===== config.mk =====
export PLATFORM = sky130hd
export DESIGN_NAME = calendar_clock_counter_flat
export DESIGN_NICKNAME = d
export VERILOG_FILES = /design/src/design/cal_clk_pkg.sv /design/src/design/cal_clk_ifs.sv /design/src/design/calendar_clock_counter.sv /design/src/flat_wrapper.sv
export VERILOG_INCLUDE_DIRS = /design/src /design/src/design
export SDC_FILE = /design/constraint.sdc
export NUM_CORES = 1
export LEC_CHECK = 0
export BUFFER_PORTS_ARGS = -buffer_cell sky130_fd_sc_hd__buf_2
export CORE_UTILIZATION = 56
export DETAILED_ROUTE_END_ITERATION = 6
export PLACE_DENSITY = 0.79
export SETUP_SLACK_MARGIN = 0.4
export SYNTH_ARGS = -nofsm -noshare
export SYNTH_HDL_FRONTEND = slang
export SYNTH_SLANG_ARGS = --single-unit

===== constraint.sdc =====
create_clock -name clock -period 6.5 [get_ports clock]
set_clock_uncertainty 0.1 [all_clocks]
set_input_delay 0.65 -clock clock [delete_from_list [all_inputs] [get_ports clock]]
set_output_delay 0.65 -clock clock [all_outputs]
set_load 0.01 [all_outputs]

===== src/design/calendar_clock_counter_macros.svh =====
// assertion macros for the calendar clock counter
`ifndef CALENDAR_CLOCK_COUNTER_MACROS_SVH
`define CALENDAR_CLOCK_COUNTER_MACROS_SVH

// same-cycle implication, quiet during reset
`define CCC_ASSERT_NOW(label, clk, rst, ante, cons, msg) \
   label: assert property (@(posedge clk) disable iff (rst) (ante) |-> (cons)) \
      else $error(msg);

// next-cycle implication, quiet during reset
`define CCC_ASSERT_NEXT(label, clk, rst, ante, cons, msg) \
   label: assert property (@(posedge clk) disable iff (rst) (ante) |=> (cons)) \
      else $error(msg);

`endif


===== src/design/cal_clk_pkg.sv =====
// types, constants and calendar helper functions for the calendar clock counter
package cal_clk_pkg;

   localparam int YEAR_W   = 14;
   localparam int MONTH_W  = 4;
   localparam int DAY_W    = 5;
   localparam int HOUR_W   = 5;
   localparam int MINUTE_W = 6;
   localparam int SECOND_W = 6;
   localparam int FUNC_W   = 2;
   localparam int SEL_W    = 3;
   localparam int CSR_IDX_W  = 3;
   localparam int CSR_DATA_W = 14;

   localparam logic [YEAR_W-1:0]   YEAR_MAX    = 14'd9999;
   localparam logic [MONTH_W-1:0]  MONTH_LAST  = 4'd12;
   localparam logic [MONTH_W-1:0]  MONTH_FEB   = 4'd2;
   localparam logic [MONTH_W-1:0]  MONTH_APR   = 4'd4;
   localparam logic [MONTH_W-1:0]  MONTH_JUN   = 4'd6;
   localparam logic [MONTH_W-1:0]  MONTH_SEP   = 4'd9;
   localparam logic [MONTH_W-1:0]  MONTH_NOV   = 4'd11;
   localparam logic [DAY_W-1:0]    DAY_LAST    = 5'd31;
   localparam logic [HOUR_W-1:0]   HOUR_LAST   = 5'd23;
   localparam logic [MINUTE_W-1:0] MINUTE_LAST = 6'd59;
   localparam logic [SECOND_W-1:0] SECOND_LAST = 6'd59;

   // divisibility by 25 through a scaled reciprocal
   localparam int DIV25_SHIFT = 19;
   localparam int DIV25_MULT  = ((1 << DIV25_SHIFT) + 24) / 25;
   localparam int DIV25_PROD_W = YEAR_W + 15;

   localparam logic [FUNC_W-1:0] FUNC_TICK  = 2'd0;
   localparam logic [FUNC_W-1:0] FUNC_LOAD  = 2'd1;
   localparam logic [FUNC_W-1:0] FUNC_WRITE = 2'd2;

   localparam logic [SEL_W-1:0] SEL_DAY    = 3'd0;
   localparam logic [SEL_W-1:0] SEL_MONTH  = 3'd1;
   localparam logic [SEL_W-1:0] SEL_YEAR   = 3'd2;
   localparam logic [SEL_W-1:0] SEL_HOUR   = 3'd3;
   localparam logic [SEL_W-1:0] SEL_MINUTE = 3'd4;
   localparam logic [SEL_W-1:0] SEL_SECOND = 3'd5;

   localparam logic [CSR_IDX_W-1:0] CSR_TARGET_YEAR   = 3'd0;
   localparam logic [CSR_IDX_W-1:0] CSR_TARGET_MONTH  = 3'd1;
   localparam logic [CSR_IDX_W-1:0] CSR_TARGET_DAY    = 3'd2;
   localparam logic [CSR_IDX_W-1:0] CSR_TARGET_HOUR   = 3'd3;
   localparam logic [CSR_IDX_W-1:0] CSR_TARGET_MINUTE = 3'd4;
   localparam logic [CSR_IDX_W-1:0] CSR_TARGET_SECOND = 3'd5;

   typedef struct packed {
      logic [FUNC_W-1:0]   func;
      logic [SEL_W-1:0]    field_sel;
      logic [DAY_W-1:0]    day;
      logic [MONTH_W-1:0]  month;
      logic [YEAR_W-1:0]   year;
      logic [HOUR_W-1:0]   hour;
      logic [MINUTE_W-1:0] minute;
      logic [SECOND_W-1:0] second;
   } req_item_type;

   function automatic logic is_leap(input logic [YEAR_W-1:0] y);
      logic [DIV25_PROD_W-1:0] prod;
      logic                    div25;
      prod  = DIV25_PROD_W'(y) * DIV25_PROD_W'(DIV25_MULT);
      div25 = prod[DIV25_SHIFT-1:0] < DIV25_SHIFT'(DIV25_MULT);
      return (y[1:0] == 2'd0) && (!div25 || (y[3:0] == 4'd0));
   endfunction

   function automatic logic [DAY_W-1:0] month_len(input logic [MONTH_W-1:0] m,
                                                  input logic [YEAR_W-1:0] y);
      logic [DAY_W-1:0] len;
      if (m == MONTH_FEB) begin
         len = is_leap(y) ? 5'd29 : 5'd28;
      end else if (m == MONTH_APR || m == MONTH_JUN || m == MONTH_SEP || m == MONTH_NOV) begin
         len = 5'd30;
      end else begin
         len = DAY_LAST;
      end
      return len;
   endfunction

   function automatic logic date_ok(input logic [DAY_W-1:0] d,
                                    input logic [MONTH_W-1:0] m,
                                    input logic [YEAR_W-1:0] y);
      return (m >= 4'd1) && (m <= MONTH_LAST) && (y <= YEAR_MAX) &&
             (d >= 5'd1) && (d <= month_len(m, y));
   endfunction

   function automatic logic time_ok(input logic [HOUR_W-1:0] h,
                                    input logic [MINUTE_W-1:0] mi,
                                    input logic [SECOND_W-1:0] s);
      return (h <= HOUR_LAST) && (mi <= MINUTE_LAST) && (s <= SECOND_LAST);
   endfunction

endpackage


===== src/design/cal_clk_ifs.sv =====
// request and response channel interfaces for the calendar clock counter
interface cal_clk_req_if import cal_clk_pkg::*; ();
   logic                valid;
   logic                ready;
   logic [FUNC_W-1:0]   func;
   logic [SEL_W-1:0]    field_sel;
   logic [DAY_W-1:0]    day_in;
   logic [MONTH_W-1:0]  month_in;
   logic [YEAR_W-1:0]   year_in;
   logic [HOUR_W-1:0]   hour_in;
   logic [MINUTE_W-1:0] minute_in;
   logic [SECOND_W-1:0] second_in;

   modport source (output valid, func, field_sel, day_in, month_in, year_in, hour_in,
                   minute_in, second_in, input ready);
   modport sink (input valid, func, field_sel, day_in, month_in, year_in, hour_in,
                 minute_in, second_in, output ready);
endinterface

interface cal_clk_rsp_if import cal_clk_pkg::*; ();
   logic                valid;
   logic                ready;
   logic [DAY_W-1:0]    day_out;
   logic [MONTH_W-1:0]  month_out;
   logic [YEAR_W-1:0]   year_out;
   logic [HOUR_W-1:0]   hour_out;
   logic [MINUTE_W-1:0] minute_out;
   logic [SECOND_W-1:0] second_out;
   logic                time_valid;
   logic                step_ok;
   logic                after_target;
   logic                equal_target;

   modport source (output valid, day_out, month_out, year_out, hour_out, minute_out,
                   second_out, time_valid, step_ok, after_target, equal_target,
                   input ready);
   modport sink (input valid, day_out, month_out, year_out, hour_out, minute_out,
                 second_out, time_valid, step_ok, after_target, equal_target,
                 output ready);
endinterface


===== src/design/calendar_clock_counter.sv =====
// calendar clock counter: second-resolution Gregorian clock with target compare
//
// usage:
//   req_if carries one command per transfer: tick one second, load a full
//   date and time, or write a single field. rsp_if returns one response per
//   command with the clock after the command, its valid flag, whether the
//   command took effect, and its order against the target time.
//   csr_we/csr_index/csr_wdata set the six target fields; write them only
//   while no command is in flight.
//   a command is captured in the request register and applied once the
//   response register is free, which also registers its response. the
//   clock registers take one command per cycle while rsp_if.ready stays
//   high, set by the single update pass of the clock registers; the
//   request register takes one more command while a response waits.
//   reset clears the clock to all zero and invalid, sets the target to
//   0000-01-01 00:00:00 and empties both registers.
//   when rsp_if.ready is low the response holds, the captured command waits,
//   and req_if.ready drops once the request register is full.
`include "calendar_clock_counter_macros.svh"

module calendar_clock_counter import cal_clk_pkg::*; (
   input  logic                  clock,
   input  logic                  reset,
   input  logic                  csr_we,
   input  logic [CSR_IDX_W-1:0]  csr_index,
   input  logic [CSR_DATA_W-1:0] csr_wdata,
   cal_clk_req_if.sink           req_if,
   cal_clk_rsp_if.source         rsp_if
);

   logic [YEAR_W-1:0]   tgt_year_ff;
   logic [MONTH_W-1:0]  tgt_month_ff;
   logic [DAY_W-1:0]    tgt_day_ff;
   logic [HOUR_W-1:0]   tgt_hour_ff;
   logic [MINUTE_W-1:0] tgt_minute_ff;
   logic [SECOND_W-1:0] tgt_second_ff;

   logic                in_valid_ff;
   req_item_type        in_item_ff;
   req_item_type        req_item;

   logic                rsp_valid_ff, rsp_valid_in;
   logic                rsp_ok_ff;

   logic [YEAR_W-1:0]   cur_year_ff, cur_year_in;
   logic [MONTH_W-1:0]  cur_month_ff, cur_month_in;
   logic [DAY_W-1:0]    cur_day_ff, cur_day_in;
   logic [HOUR_W-1:0]   cur_hour_ff, cur_hour_in;
   logic [MINUTE_W-1:0] cur_minute_ff, cur_minute_in;
   logic [SECOND_W-1:0] cur_second_ff, cur_second_in;
   logic                clock_valid_ff, clock_valid_in;
   logic                step_ok;

   logic                out_free;
   logic                fire;
   logic                at_end;
   logic [DAY_W-1:0]    cur_len;
   logic                load_ok;
   logic [39:0]         cur_key;
   logic [39:0]         tgt_key;

   // handshake
   assign out_free     = !rsp_valid_ff || rsp_if.ready;
   assign fire         = in_valid_ff && out_free;
   assign req_if.ready = !in_valid_ff || fire;
   assign rsp_valid_in = fire || (rsp_valid_ff && !rsp_if.ready);

   assign req_item = '{func: req_if.func, field_sel: req_if.field_sel,
                       day: req_if.day_in, month: req_if.month_in,
                       year: req_if.year_in, hour: req_if.hour_in,
                       minute: req_if.minute_in, second: req_if.second_in};

   always_ff @(posedge clock) begin
      if (reset) begin
         tgt_year_ff   <= '0;
         tgt_month_ff  <= 4'd1;
         tgt_day_ff    <= 5'd1;
         tgt_hour_ff   <= '0;
         tgt_minute_ff <= '0;
         tgt_second_ff <= '0;
      end else if (csr_we) begin
         case (csr_index)
            CSR_TARGET_YEAR:   tgt_year_ff   <= csr_wdata[YEAR_W-1:0];
            CSR_TARGET_MONTH:  tgt_month_ff  <= csr_wdata[MONTH_W-1:0];
            CSR_TARGET_DAY:    tgt_day_ff    <= csr_wdata[DAY_W-1:0];
            CSR_TARGET_HOUR:   tgt_hour_ff   <= csr_wdata[HOUR_W-1:0];
            CSR_TARGET_MINUTE: tgt_minute_ff <= csr_wdata[MINUTE_W-1:0];
            CSR_TARGET_SECOND: tgt_second_ff <= csr_wdata[SECOND_W-1:0];
            default: ;
         endcase
      end
   end

   always_ff @(posedge clock) begin
      if (reset) begin
         in_valid_ff  <= 1'b0;
         rsp_valid_ff <= 1'b0;
      end else begin
         if (req_if.ready) begin
            in_valid_ff <= req_if.valid;
         end
         rsp_valid_ff <= rsp_valid_in;
      end
   end

   always_ff @(posedge clock) begin
      if (req_if.valid && req_if.ready) begin
         in_item_ff <= req_item;
      end
      if (fire) begin
         rsp_ok_ff <= step_ok;
      end
   end

   // next clock value for the command in the request register
   assign at_end = (cur_year_ff >= YEAR_MAX) && (cur_month_ff == MONTH_LAST) &&
                   (cur_day_ff == DAY_LAST) && (cur_hour_ff == HOUR_LAST) &&
                   (cur_minute_ff == MINUTE_LAST) && (cur_second_ff == SECOND_LAST);
   assign cur_len = month_len(cur_month_ff, cur_year_ff);
   assign load_ok = date_ok(in_item_ff.day, in_item_ff.month, in_item_ff.year) &&
                    time_ok(in_item_ff.hour, in_item_ff.minute, in_item_ff.second);

   always_comb begin
      cur_year_in    = cur_year_ff;
      cur_month_in   = cur_month_ff;
      cur_day_in     = cur_day_ff;
      cur_hour_in    = cur_hour_ff;
      cur_minute_in  = cur_minute_ff;
      cur_second_in  = cur_second_ff;
      clock_valid_in = clock_valid_ff;
      step_ok        = 1'b0;
      case (in_item_ff.func)
         FUNC_TICK: begin
            if (clock_valid_ff && !at_end) begin
               step_ok = 1'b1;
               if (cur_second_ff < SECOND_LAST) begin
                  cur_second_in = cur_second_ff + 6'd1;
               end else begin
                  cur_second_in = '0;
                  if (cur_minute_ff < MINUTE_LAST) begin
                     cur_minute_in = cur_minute_ff + 6'd1;
                  end else begin
                     cur_minute_in = '0;
                     if (cur_hour_ff < HOUR_LAST) begin
                        cur_hour_in = cur_hour_ff + 5'd1;
                     end else begin
                        cur_hour_in = '0;
                        if (cur_day_ff < cur_len) begin
                           cur_day_in = cur_day_ff + 5'd1;
                        end else begin
                           cur_day_in = 5'd1;
                           if (cur_month_ff < MONTH_LAST) begin
                              cur_month_in = cur_month_ff + 4'd1;
                           end else begin
                              cur_month_in = 4'd1;
                              cur_year_in  = cur_year_ff + 14'd1;
                           end
                        end
                     end
                  end
               end
            end
         end
         FUNC_LOAD: begin
            step_ok        = load_ok;
            clock_valid_in = load_ok;
            if (load_ok) begin
               cur_year_in   = in_item_ff.year;
               cur_month_in  = in_item_ff.month;
               cur_day_in    = in_item_ff.day;
               cur_hour_in   = in_item_ff.hour;
               cur_minute_in = in_item_ff.minute;
               cur_second_in = in_item_ff.second;
            end else begin
               cur_year_in   = '0;
               cur_month_in  = '0;
               cur_day_in    = '0;
               cur_hour_in   = '0;
               cur_minute_in = '0;
               cur_second_in = '0;
            end
         end
         FUNC_WRITE: begin
            if (clock_valid_ff) begin
               case (in_item_ff.field_sel)
                  SEL_DAY: begin
                     step_ok = date_ok(in_item_ff.day, cur_month_ff, cur_year_ff);
                     if (step_ok) cur_day_in = in_item_ff.day;
                  end
                  SEL_MONTH: begin
                     step_ok = date_ok(cur_day_ff, in_item_ff.month, cur_year_ff);
                     if (step_ok) cur_month_in = in_item_ff.month;
                  end
                  SEL_YEAR: begin
                     step_ok = date_ok(cur_day_ff, cur_month_ff, in_item_ff.year);
                     if (step_ok) cur_year_in = in_item_ff.year;
                  end
                  SEL_HOUR: begin
                     step_ok = time_ok(in_item_ff.hour, cur_minute_ff, cur_second_ff);
                     if (step_ok) cur_hour_in = in_item_ff.hour;
                  end
                  SEL_MINUTE: begin
                     step_ok = time_ok(cur_hour_ff, in_item_ff.minute, cur_second_ff);
                     if (step_ok) cur_minute_in = in_item_ff.minute;
                  end
                  SEL_SECOND: begin
                     step_ok = time_ok(cur_hour_ff, cur_minute_ff, in_item_ff.second);
                     if (step_ok) cur_second_in = in_item_ff.second;
                  end
                  default: step_ok = 1'b0;
               endcase
            end
         end
         default: step_ok = 1'b0;
      endcase
   end

   always_ff @(posedge clock) begin
      if (reset) begin
         cur_year_ff    <= '0;
         cur_month_ff   <= '0;
         cur_day_ff     <= '0;
         cur_hour_ff    <= '0;
         cur_minute_ff  <= '0;
         cur_second_ff  <= '0;
         clock_valid_ff <= 1'b0;
      end else if (fire) begin
         cur_year_ff    <= cur_year_in;
         cur_month_ff   <= cur_month_in;
         cur_day_ff     <= cur_day_in;
         cur_hour_ff    <= cur_hour_in;
         cur_minute_ff  <= cur_minute_in;
         cur_second_ff  <= cur_second_in;
         clock_valid_ff <= clock_valid_in;
      end
   end

   // the clock registers only move on a transfer into the response slot,
   // so they hold the value of the pending response
   assign cur_key = {cur_year_ff, cur_month_ff, cur_day_ff,
                     cur_hour_ff, cur_minute_ff, cur_second_ff};
   assign tgt_key = {tgt_year_ff, tgt_month_ff, tgt_day_ff,
                     tgt_hour_ff, tgt_minute_ff, tgt_second_ff};

   assign rsp_if.valid        = rsp_valid_ff;
   assign rsp_if.day_out      = cur_day_ff;
   assign rsp_if.month_out    = cur_month_ff;
   assign rsp_if.year_out     = cur_year_ff;
   assign rsp_if.hour_out     = cur_hour_ff;
   assign rsp_if.minute_out   = cur_minute_ff;
   assign rsp_if.second_out   = cur_second_ff;
   assign rsp_if.time_valid   = clock_valid_ff;
   assign rsp_if.step_ok      = rsp_ok_ff;
   assign rsp_if.after_target = cur_key > tgt_key;
   assign rsp_if.equal_target = cur_key == tgt_key;

   `CCC_ASSERT_NOW(a_invalid_clock_cleared, clock, reset, !clock_valid_ff,
      cur_key == 40'd0, "invalid clock holds a nonzero field")
   `CCC_ASSERT_NOW(a_valid_clock_in_range, clock, reset, clock_valid_ff,
      (cur_month_ff >= 4'd1) && (cur_month_ff <= MONTH_LAST) && (cur_day_ff >= 5'd1) &&
      (cur_year_ff <= YEAR_MAX) && (cur_hour_ff <= HOUR_LAST) &&
      (cur_minute_ff <= MINUTE_LAST) && (cur_second_ff <= SECOND_LAST),
      "valid clock holds an out-of-range field")
   `CCC_ASSERT_NOW(a_ok_needs_valid, clock, reset, rsp_valid_ff && rsp_ok_ff,
      clock_valid_ff, "accepted step left the clock invalid")
   `CCC_ASSERT_NEXT(a_fire_gives_response, clock, reset, fire, rsp_valid_ff,
      "applied command produced no response")

endmodule


===== src/flat_wrapper.sv =====
// flat-port wrapper written by rule: the top's interface ports become plain ports
module calendar_clock_counter_flat import cal_clk_pkg::*;
  (clock, reset, csr_we, csr_index, csr_wdata, req_if_valid, req_if_func, req_if_field_sel, req_if_day_in, req_if_month_in, req_if_year_in, req_if_hour_in, req_if_minute_in, req_if_second_in, req_if_ready, rsp_if_valid, rsp_if_day_out, rsp_if_month_out, rsp_if_year_out, rsp_if_hour_out, rsp_if_minute_out, rsp_if_second_out, rsp_if_time_valid, rsp_if_step_ok, rsp_if_after_target, rsp_if_equal_target, rsp_if_ready);
  cal_clk_req_if req_if_i ();
  cal_clk_rsp_if rsp_if_i ();
  input  logic clock;
  input  logic reset;
  input  logic csr_we;
  input  logic [CSR_IDX_W-1:0] csr_index;
  input  logic [CSR_DATA_W-1:0] csr_wdata;
  input wire logic [$bits(req_if_i.valid)-1:0] req_if_valid;
  input wire logic [$bits(req_if_i.func)-1:0] req_if_func;
  input wire logic [$bits(req_if_i.field_sel)-1:0] req_if_field_sel;
  input wire logic [$bits(req_if_i.day_in)-1:0] req_if_day_in;
  input wire logic [$bits(req_if_i.month_in)-1:0] req_if_month_in;
  input wire logic [$bits(req_if_i.year_in)-1:0] req_if_year_in;
  input wire logic [$bits(req_if_i.hour_in)-1:0] req_if_hour_in;
  input wire logic [$bits(req_if_i.minute_in)-1:0] req_if_minute_in;
  input wire logic [$bits(req_if_i.second_in)-1:0] req_if_second_in;
  output wire logic [$bits(req_if_i.ready)-1:0] req_if_ready;
  output wire logic [$bits(rsp_if_i.valid)-1:0] rsp_if_valid;
  output wire logic [$bits(rsp_if_i.day_out)-1:0] rsp_if_day_out;
  output wire logic [$bits(rsp_if_i.month_out)-1:0] rsp_if_month_out;
  output wire logic [$bits(rsp_if_i.year_out)-1:0] rsp_if_year_out;
  output wire logic [$bits(rsp_if_i.hour_out)-1:0] rsp_if_hour_out;
  output wire logic [$bits(rsp_if_i.minute_out)-1:0] rsp_if_minute_out;
  output wire logic [$bits(rsp_if_i.second_out)-1:0] rsp_if_second_out;
  output wire logic [$bits(rsp_if_i.time_valid)-1:0] rsp_if_time_valid;
  output wire logic [$bits(rsp_if_i.step_ok)-1:0] rsp_if_step_ok;
  output wire logic [$bits(rsp_if_i.after_target)-1:0] rsp_if_after_target;
  output wire logic [$bits(rsp_if_i.equal_target)-1:0] rsp_if_equal_target;
  input wire logic [$bits(rsp_if_i.ready)-1:0] rsp_if_ready;
  assign req_if_i.valid = req_if_valid;
  assign req_if_i.func = req_if_func;
  assign req_if_i.field_sel = req_if_field_sel;
  assign req_if_i.day_in = req_if_day_in;
  assign req_if_i.month_in = req_if_month_in;
  assign req_if_i.year_in = req_if_year_in;
  assign req_if_i.hour_in = req_if_hour_in;
  assign req_if_i.minute_in = req_if_minute_in;
  assign req_if_i.second_in = req_if_second_in;
  assign req_if_ready = req_if_i.ready;
  assign rsp_if_valid = rsp_if_i.valid;
  assign rsp_if_day_out = rsp_if_i.day_out;
  assign rsp_if_month_out = rsp_if_i.month_out;
  assign rsp_if_year_out = rsp_if_i.year_out;
  assign rsp_if_hour_out = rsp_if_i.hour_out;
  assign rsp_if_minute_out = rsp_if_i.minute_out;
  assign rsp_if_second_out = rsp_if_i.second_out;
  assign rsp_if_time_valid = rsp_if_i.time_valid;
  assign rsp_if_step_ok = rsp_if_i.step_ok;
  assign rsp_if_after_target = rsp_if_i.after_target;
  assign rsp_if_equal_target = rsp_if_i.equal_target;
  assign rsp_if_i.ready = rsp_if_ready;
  calendar_clock_counter u_core (.clock(clock), .reset(reset), .csr_we(csr_we), .csr_index(csr_index), .csr_wdata(csr_wdata), .req_if(req_if_i), .rsp_if(rsp_if_i));
endmodule

=== Word-level counts from Yosys, hierarchy flattened ===
Cells that the tools add are included.

* Bits of input ports: 67
* Register bits: 129
* Logic and storage cells: 255
* Output and inout port bits: 46

* $add $sub $neg: 6
* Equality and inequality tests: 47
* Reductions and logical operators: 72
* Muxes and demuxes: 77
* $lt $le $gt $ge: 27
* Multiply operators: 2

{| class="wikitable"
|+ Operators by type and width
! kind !! count
|-
| $mux W5 || 30
|-
| $mux W14 || 10
|-
| $mux W6 || 13
|-
| $pmux W14 S3 || 1
|-
| $eq A40 B40 Y1 || 1
|-
| $gt A40 B40 Y1 || 1
|-
| $mux W4 || 10
|-
| $lt A19 B15 Y1 const B || 2
|-
| $pmux W6 S3 || 2
|-
| $logic_and A1 B1 Y1 || 34
|-
| $mul A14 B13 Y17 const B || 2
|-
| $pmux W5 S3 || 2
|-
| $le A14 B14 Y1 const B || 2
|-
| $le A6 B6 Y1 const B || 4
|-
| $eq A4 B4 Y1 const B || 5
|-
| $le A5 B5 Y1 || 4
|-
| $ne A2 B2 Y1 const B || 10
|-
| $ne A2 B1 Y1 const B || 9
|-
| $eq A4 B3 Y1 const B || 4
|-
| $add A14 B1 Y14 const B || 1
|-
| $ge A14 B14 Y1 const B || 1
|-
| $reduce_and A2 Y1 || 7
|-
| $add A6 B1 Y6 const B || 2
|-
| $eq A3 B2 Y1 const B || 4
|-
| other kinds (33) || 70
|}

=== Depth between registers and ports, before layout ===
Gate-level depths: netlist (run 1).

* Word-level depth: 16
* Mapped depth: 28
* Depth with buffers taken out: 27

=== Worst setup path after synthesis (run 1) ===
Ideal clock, no wire load.

* Path kind: reg-to-reg
* From: reg u_core.cur_year_ff[6], in the netlist u_core.rsp_if.year_out[6]
* To: reg u_core.cur_day_ff[2], in the netlist u_core.rsp_if.day_out[2]
* Setup time: 132 ps
* Clock period less this slack: 6409 ps
* Cell stages (with the launch flop): 26
* Path slack: 91 ps
* Arrival: 6177 ps
* Required time: 6268 ps
* Cells stage by stage: dfxtp_1 > inv_1 > fa_1 > inv_1 > ha_1 > fa_1 > fa_1 > inv_1 > fa_1 > inv_1 > ha_1 > clkbuf_1 > a21o_1 > a21oi_1 > o21ai_1 > o211ai_1 > mux2_2 > o31ai_1 > a21oi_1 > ha_1 > a211oi_1 > nor4_1 > nand3_1 > a21oi_1 > mux2i_1 > a21oi_1

* Longest elaborated chain between the ends: 14

{| class="wikitable"
|+ RTL lines
! element !! line !! RTL
|-
| start, declared || calendar_clock_counter.sv:45 || <nowiki>logic [YEAR_W-1:0] cur_year_ff, cur_year_in;</nowiki>
|-
| start signal, assigned || calendar_clock_counter.sv:228 || <nowiki>cur_year_ff <= cur_year_in;</nowiki>
|-
| $mul A14 B13 Y17 || cal_clk_pkg.sv:64 || <nowiki>prod = DIV25_PROD_W'(y) * DIV25_PROD_W'(DIV25_MULT);</nowiki>
|-
| $lt A19 B15 Y1 || cal_clk_pkg.sv:65 || <nowiki>div25 = prod[DIV25_SHIFT-1:0] < DIV25_SHIFT'(DIV25_MULT);</nowiki>
|-
| $logic_not A1 Y1 || cal_clk_pkg.sv:66 || <nowiki>return (y[1:0] == 2'd0) && (!div25 || (y[3:0] == 4'd0));</nowiki>
|-
| $logic_or A1 B1 Y1 || cal_clk_pkg.sv:66 ||
|-
| $logic_and A1 B1 Y1 || cal_clk_pkg.sv:66 ||
|-
| $mux W1 || cal_clk_pkg.sv:73 || <nowiki>len = is_leap(y) ? 5'd29 : 5'd28;</nowiki>
|-
| $mux W5 || cal_clk_pkg.sv:72 || <nowiki>if (m == MONTH_FEB) begin</nowiki>
|-
| $mux W5 / $lt A5 B5 Y1 (equally long branches) || calendar_clock_counter.sv:185, calendar_clock_counter.sv:148 ||
|-
| $mux W5 (on tied branches) || calendar_clock_counter.sv:184, calendar_clock_counter.sv:148 ||
|-
| $mux W5 (on tied branches) || calendar_clock_counter.sv:132, calendar_clock_counter.sv:144 ||
|-
| $le A5 B5 Y1 / $mux W5 (equally long branches) || cal_clk_pkg.sv:86, calendar_clock_counter.sv:140 ||
|-
| $logic_and A1 B1 Y1 / $mux W5 (equally long branches) || cal_clk_pkg.sv:86, calendar_clock_counter.sv:136 ||
|-
| $ne A2 B1 Y1 (no line) / $mux W5 (equally long branches) || n/a ||
|-
| $reduce_and A9 Y1 (no line) / $pmux W5 S3 (equally long branches) || n/a ||
|-
| end signal, assigned || calendar_clock_counter.sv:230 || <nowiki>cur_day_ff <= cur_day_in;</nowiki>
|-
| end, declared || calendar_clock_counter.sv:47 || <nowiki>logic [DAY_W-1:0] cur_day_ff, cur_day_in;</nowiki>
|}

Several ways; a longest one is shown, not always the timed one. The select of a mux whose other input is x is not followed.
A chain may end at the register's enable or synchronous reset.

=== Worst setup path after layout (run 1) ===
* From: reg u_core.in_item_ff[24] in the netlist's numbering
* To: reg u_core.cur_year_ff[0], in the netlist u_core.rsp_if.year_out[0]

* Longest elaborated chain between the ends: 14

{| class="wikitable"
|+ RTL lines
! element !! line !! RTL
|-
| start, declared || calendar_clock_counter.sv:39 || <nowiki>req_item_type in_item_ff;</nowiki>
|-
| start signal, assigned || calendar_clock_counter.sv:108 || <nowiki>in_item_ff <= req_item;</nowiki>
|-
| $mul A14 B13 Y17 || cal_clk_pkg.sv:64 ||
|-
| $lt A19 B15 Y1 || cal_clk_pkg.sv:65 ||
|-
| $logic_not A1 Y1 || cal_clk_pkg.sv:66 ||
|-
| $logic_or A1 B1 Y1 || cal_clk_pkg.sv:66 ||
|-
| $logic_and A1 B1 Y1 || cal_clk_pkg.sv:66 ||
|-
| $mux W1 || cal_clk_pkg.sv:73 ||
|-
| $mux W5 || cal_clk_pkg.sv:72 ||
|-
| $mux W5 || calendar_clock_counter.sv:185 || <nowiki>case (in_item_ff.field_sel)</nowiki>
|-
| $mux W5 || calendar_clock_counter.sv:184 || <nowiki>if (clock_valid_ff) begin</nowiki>
|-
| $mux W5 || calendar_clock_counter.sv:132 || <nowiki>case (in_item_ff.func)</nowiki>
|-
| $le A5 B5 Y1 || cal_clk_pkg.sv:86 || <nowiki>(d >= 5'd1) && (d <= month_len(m, y));</nowiki>
|-
| $logic_and A1 B1 Y1 || cal_clk_pkg.sv:86 ||
|-
| $ne A2 B1 Y1 (no line) || n/a ||
|-
| $reduce_and A11 Y1 (no line) || n/a ||
|}

Several ways; a longest one is shown, not always the timed one. The select of a mux whose other input is x is not followed.

==> results of run 1 <==
==> cells in the mapped netlist, types with 5 or more instances <==
cell type	instances
a211oi_1	21
a21o_1	23
a21oi_1	76
a22oi_1	8
a31oi_1	16
a32o_1	5
and2_1	6
and3_1	12
buf_2	5
clkbuf_1	28
dfxtp_1	83
edfxtp_1	46
fa_1	96
ha_1	209
inv_1	279
mux2i_1	26
nand2_1	88
nand2b_1	7
nand3_1	40
nand4_1	18
nor2_1	77
nor2b_1	9
nor3_1	25
nor3b_1	5
nor4_1	5
o2111ai_1	6
o211ai_1	10
o21a_1	11
o21ai_0	25
o21ai_1	11
o22ai_1	5
o311ai_1	6
o31ai_1	6
or3_1	6
xnor2_1	33
==> critical path, delay by kind of cell, from the launching register on <==
| family | cells | cell delay [ns] |
|---|---|---|
| AO/OA/AOI/OAI | 9 | 1.47 |
| adder cells (fa/ha/maj) | 7 | 2.73 |
| buffers and inverters | 10 | 1.28 |
| flip-flops | 1 | 0.43 |
| AND/OR/NAND/NOR | 4 | 0.82 |
==> kinds of logic after synthesis <==
family	Yosys count	share of synthesized area, %
flops	129	23.5
compound gates	277	14.9
xor+xnor	38	2.75
simple gates	321	12.1
mux	29	2.36
buf+inv	315	9.20
fa+ha+maj	305	35.1
==> timing repair <==
item,CTS,global route
endpoints found under the setup margin,41,42
cloned,1,1
pin swaps,78,77
gates resized for setup,118,123
hold buffers,0,0
setup buffers,55,30
==> metal layers <==
| layer | GRT usage (%) | wire length (µm) | vias up |
|---|---|---|---|
| met1 | 38.3 | 15600 | 5876 |
| met2 | 56.3 | 20400 | 907 |
| met3 | 6.96 | 4980 | 326 |
| met5 | 0 | 0 | - |
| met4 | 20.0 | 3560 | 0 |
| li1 | - | - | 5299 |
==> layout make-up <==
class / instances / share of cell area, %
multi-input cells: 971 / 59.2
flip-flops and latches: 129 / 18.7
repair buffers: 237 / 9.69
inverters: 280 / 6.51
clock buffers: 22 / 3.09
well taps: 285 / 2.17
clock inverters: 9 / 0.563
diodes: 2 / 0.0304
==> worst max-delay path by stage <==
stage	from	endpoint	slack, ns
after floorplan	u_core.in_item_ff[21]$_DFFE_PP_	u_core.rsp_if.day_out[3]$_SDFFE_PP0P_	0.40
after global placement	u_core.rsp_if.year_out[6]$_SDFFE_PP0P_	u_core.rsp_if.day_out[2]$_SDFFE_PP0P_	-0.02
after detailed placement	u_core.in_item_ff[21]$_DFFE_PP_	u_core.rsp_if.year_out[2]$_SDFFE_PP0P_	-0.20
after CTS	u_core.rsp_if.year_out[6]$_SDFFE_PP0P_	u_core.rsp_if.day_out[2]$_SDFFE_PP0P_	0.30
after global routing	u_core.in_item_ff[26]$_DFFE_PP_	u_core.rsp_if.year_out[0]$_SDFFE_PP0P_	-0.59
final	u_core.in_item_ff[24]$_DFFE_PP_	u_core.rsp_if.year_out[0]$_SDFFE_PP0P_	-0.47
==> through the flow <==
step	std cells	power (µW)	setup TNS, ns	instance area [µm²]
3_3_place_gp	1815	2380	-0.0348	14000
5_1_grt	1933	4840	-18.33	16400
6_report	1935	4660	-12.41	16400
3_5_place_dp	1815	2430	-1.66	14000
2_1_floorplan	1414	2070	0	13000
4_1_cts	1902	3880	0	15600
==> sequential cells by signal, summed over array words and instances, names as in the netlist, 4 cells and up <==
name	cells
u_core.tgt_month_ff	4
u_core.tgt_second_ff	6
u_core.tgt_minute_ff	6
u_core.tgt_day_ff	5
u_core.rsp_if.day_out	5
u_core.tgt_year_ff	14
u_core.rsp_if.year_out	14
u_core.rsp_if.month_out	4
u_core.in_item_ff	45
u_core.rsp_if.second_out	6
u_core.rsp_if.hour_out	5
u_core.rsp_if.minute_out	6
u_core.tgt_hour_ff	5
==> power breakdown <==
| part | switching (µW) | internal, µW |
|---|---|---|
| clock | 388 | 596 |
| combinational | 1600 | 1170 |
| sequential | 40.1 | 867 |
| total | 2030 | 2630 |
==> run metrics, run 1 <==
Core ar.=0.0226 mm²; All-Layer GR Usage=33.1%; largest net degree at the start of global routing=71; worst hold start=req_if_second_in[0]; Min-Delay Endpoint=u_core.in_item_ff[0]$_DFFE_PP_; hold violation total from the final report=0; Slew Viols, Final=0; Worst Setup Path Type=reg -> reg; cell taking the most area after synthesis=ha_1; Peak VDD IR=0.000409 V; die extent in x=154 µm; Routed Antenna Nets=0; R2R Path End=u_core.rsp_if.year_out[0]$_SDFFE_PP0P_; achievable frequency=143 MHz; Skew-Pair Late Insertion Delay=0.44 ns; Synth Instances=1414; Fill cells=1429; Top cell by count, worst path=inv_1; R2R setup slack=-0.47 ns; multi-input logic area=0.00974 mm²; Pwr per Cell Area=283 mW/mm²; Clock transition at path regs=0.06 ns; register area share after synthesis=23.5%; Layout Utilization=72.6%; Synth Cell Area=0.0129 mm²; crit share post-route=107%; most frequent cells in the layout=250 x inv_1, 168 x ha_1, 112 x buf_2; Die Area=0.0237 mm²; Critical Path AT=7.20 ns; Via density=6.41; vias in the first global route=11900; clock root cell=clkbuf_16; Final Critical Period=6.97 ns; CP endpoint kind=flip-flop; # DRC=5; I/O pin count=113; Leakage=0.00772 µW; Critical Path Source Type=flip-flop; worst hold path depth=1; crit-path max cell delay=0.72 ns; final setup violation count=41; Final Wtd Congestion=0.969; Main synth FF type=dfxtp_1; Die H=154 µm; Seq. cell area=0.00308 mm²; grt ovf=0; Synth warnings=0; total CTS buffers=17; initial DRC count=1714; Cell variety after synth=82; setup slack after placement=-0.205 ns; Layout Area Growth over Synthesis=27.2%; Routed WL per cell=23.0 µm; Routed WL=44500 µm; Initial Util=57.1%; Reg2Reg Launch Point=u_core.in_item_ff[24]$_DFFE_PP_; clk sinks=129; 1st-pass router iterations=7; initial antenna violation count=2; status=complete, but fails checks; FF-to-FF path depth=30; most common cell after layout, fill and taps aside=inv_1; RSZ-0062 raised after global routing=yes; CTS HTree Levels=4; CP max-delay cell=fa_1; synth top area cells=ha_1 20%, fa_1 15%, dfxtp_1 13%, edfxtp_1 11%, inv_1 8.1%; max_cap viols=0; Worst Tran Pin Value=1.15 ns; CP Max Fanout=7; Post-synth EDFFs=46; fin nets=2008; Synthesized Nets=1786; DP Wirelength=26300 µm; layout cell share with drive strength beyond 1=28.2%; Yosys top cell area share=20.2%; via count=12400; failing checks=DRC, setup timing; Required @ worst endpoint=6.74 ns; slew margin rel.=23.1%; first-pass GRT wire length=61100 µm; synthesized area per cell=9.14 µm²; Async S/R FF share, synth=0%; CTS tree=yes; Hold Crit Class=in -> reg; Final WS setup=-0.469 ns; WHS=0.280 ns; IO buf count=112; Clock Path Buffers=2; Rows=55; Yosys reg bits=129
No activity file was read; power rests on OpenSTA's default activity.
==> inputs of run 2 (changes only) <==
==> constraint.sdc (replaced) <==
create_clock -name clock -period 5.6 [get_ports clock]
set_clock_uncertainty 0.1 [all_clocks]
set_input_delay 0.56 -clock clock [delete_from_list [all_inputs] [get_ports clock]]
set_output_delay 0.56 -clock clock [all_outputs]
set_load 0.01 [all_outputs]
==> run 2 against run 1 <==
Net effect:
- final cell count increased by 5.6%
- worst hold slack lost 0.087 ns
- combinational power is 30% higher
- flip-flop and latch count is the same
- first-iteration DRC count decreased by 16%
- critical path depth shrank 1
- count of clock-buffer cells in the layout fell by 3
- routed wire length rose by 4.2%
- non-clock buffer count is 110 higher
- the flow still finishes with violations (DRC, setup timing)
- design area grew 4.6%
- sequential power increased by 16%
- clock power grew 9.8%
==> run metrics, run 2 (synthesis gave the netlist of run 1 again) <==
Critical Path Source Type=flip-flop (unchanged); die extent in x=154 µm (unchanged); crit-path max cell delay=0.58 ns (was 0.72 ns); most common cell after layout, fill and taps aside=inv_1 (unchanged); P_sw=2600 µW (was 2030 µW); Rows=55 (unchanged); Final Wtd Congestion=0.948 (was 0.969); # DRC=7 (was 5); switching part of the total power=45.4% (was 43.5%); Worst Tran Pin Value=1.10 ns (was 1.15 ns); Clock Path Buffers=2 (unchanged); Peak VDD IR=0.000429 V (was 0.000409 V); Routed WL=46400 µm (was 44500 µm); Layout Area Growth over Synthesis=33.0% (was 27.2%); layout cell share with drive strength beyond 1=32.4% (was 28.2%); Core ar.=0.0226 mm² (unchanged); Initial Util=57.1% (unchanged); Required @ worst endpoint=5.87 ns (was 6.74 ns); Pint=3120 µW (was 2630 µW); max FFs per register=45 (unchanged); via count=12800 (was 12400); CTS HTree Levels=4 (unchanged); Hold Crit Class=in -> reg (unchanged); I/O pin count=113 (unchanged); sequential fraction of design power=18.4% (was 19.5%); Slew Viols, Final=0 (unchanged); most frequent cells in the layout=254 x inv_1, 210 x buf_4, 172 x ha_1 (was 250 x inv_1, 168 x ha_1, 112 x buf_2); hold violation total from the final report=0 (unchanged); Die H=154 µm (unchanged); Final WS setup=-2.15 ns (was -0.469 ns); clock root cell=clkbuf_16 (unchanged); Pwr per Cell Area=333 mW/mm² (was 283 mW/mm²); 1st-pass router iterations=7 (unchanged); max_cap viols=0 (unchanged); IO buf count=112 (unchanged); Clk pwr share=18.9% (was 21.1%); largest net degree at the start of global routing=71 (unchanged); Logic pwr share=62.7% (was 59.4%); CTS tree=yes (unchanged); status=complete, but fails checks (unchanged); largest reg by FF count=u_core.in_item_ff (unchanged); DP Wirelength=28200 µm (was 26300 µm); PnR Total Power=5730 µW (was 4660 µW); Die Area=0.0237 mm² (unchanged); failing checks=DRC, setup timing (unchanged); slew margin rel.=26.3% (was 23.1%); Layout Utilization=75.9% (was 72.6%); Fill cells=1314 (was 1429); CP endpoint kind=flip-flop (unchanged); grt ovf=0 (unchanged); Skew-Pair Late Insertion Delay=0.44 ns (about the same); Routed Antenna Nets=0 (unchanged); initial DRC count=1441 (was 1714); Routed WL per cell=22.7 µm (was 23.0 µm); Via density=6.28 (was 6.41); Critical Path AT=8.02 ns (was 7.20 ns); RSZ-0062 raised after global routing=yes (unchanged); fin nets=2117 (was 2008); achievable frequency=129 MHz (was 143 MHz); crit share post-route=138% (was 107%); final setup violation count=42 (was 41); CP Max Fanout=4 (was 7); total CTS buffers=17 (unchanged); Worst Setup Path Type=reg -> reg (unchanged); first-pass GRT wire length=65000 µm (was 61100 µm); Leakage=0.00829 µW (was 0.00772 µW); Final Critical Period=7.75 ns (was 6.97 ns); All-Layer GR Usage=35.7% (was 33.1%); Clock transition at path regs=0.07 ns (was 0.06 ns); clk sinks=129 (unchanged); initial antenna violation count=1 (was 2); CP max-delay cell=nor3_1 (was fa_1); vias in the first global route=12600 (was 11900)
run 2: cell count changes in the layout (fill, tap and decap cells not counted), sizes merged, moves of 2 or more:
| cell | previous run | this run |
|---|---|---|
| clkinv | 5 | 7 |
| buf | 236 | 347 |
| inv | 279 | 283 |
| clkbuf | 23 | 19 |
| clkinvlp | 4 | 2 |
run 2: worst paths after layout:
path,endpoint,cells past startpoint,slack (ns),startpoint
worst min-delay path,u_core.in_item_ff[28]$_DFFE_PP_,1,0.19,req_if_year_in[11]
worst max-delay path,u_core.rsp_if.year_out[2]$_SDFFE_PP0P_,29,-2.15,u_core.in_item_ff[26]$_DFFE_PP_
worst max register to register,u_core.rsp_if.year_out[2]$_SDFFE_PP0P_,29,-2.15,u_core.in_item_ff[26]$_DFFE_PP_
worst min register to register,u_core.tgt_year_ff[5]$_SDFFE_PP0P_,2,0.36,u_core.tgt_year_ff[5]$_SDFFE_PP0P_
run 2: worst max-delay path, delay by kind of cell, from the launching register on:
kind            cells  cell delay [ns]
compound gates      9             1.80
fa+ha+maj           7             2.81
buf+inv             9             1.29
flops               1             0.47
simple gates        4             1.18
run 2: layout make-up:
| type | count | area, µm² | area share (%) |
|---|---|---|---|
| antenna | 1 | 2.50 | 0.0146 |
| tap | 285 | 357 | 2.07 |
| sequential | 129 | 3090 | 18.0 |
| timing repair buffer | 347 | 2480 | 14.4 |
| clock buffer | 19 | 464 | 2.70 |
| clock inverter | 12 | 97.6 | 0.568 |
| inverter | 280 | 1060 | 6.19 |
| multi-input combinational | 970 | 9640 | 56.1 |
run 2: timing repair:
action / 4_1_cts / 5_1_grt
pin swaps: 74 / 67
gates cloned: 1 / 0
hold buffers: 0 / 0
buffers inserted: 53 / 26
setup endpoints to repair: 42 / 42
resized for setup: 93 / 68
run 2: metal layers:
metal  vias to the layer above  track usage, %  wire, µm
met5                         -               0         0
met1                      6051            41.3     16400
met2                       942            59.3     21000
met4                         0            24.1      3700
met3                       326            7.81      5290
li1                       5503               -         -
run 2: per-stage QoR:
stage / cells / TNS (ns) / hold WS (ns) / worst slack, ns / area (µm²)
2_1_floorplan: 1414 / -3.61 / 0.336 / -0.198 / 13200
3_3_place_gp: 1931 / -20.24 / 0.343 / -0.619 / 15200
3_5_place_dp: 1931 / -25.50 / 0.349 / -0.728 / 15200
4_1_cts: 2016 / -22.23 / 0.194 / -0.632 / 16600
5_1_grt: 2042 / -89.98 / 0.190 / -2.30 / 17200
6_report: 2043 / -82.96 / 0.193 / -2.15 / 17200
run 2: power groups by stage:
stage,clock network (µW),logic [µW],registers [µW]
after floorplan,0,1420,1060
after global placement,0,1980,1060
after detailed placement,0,2060,1070
after CTS,1070,2550,1050
after global routing,1110,3760,1050
final,1080,3590,1050
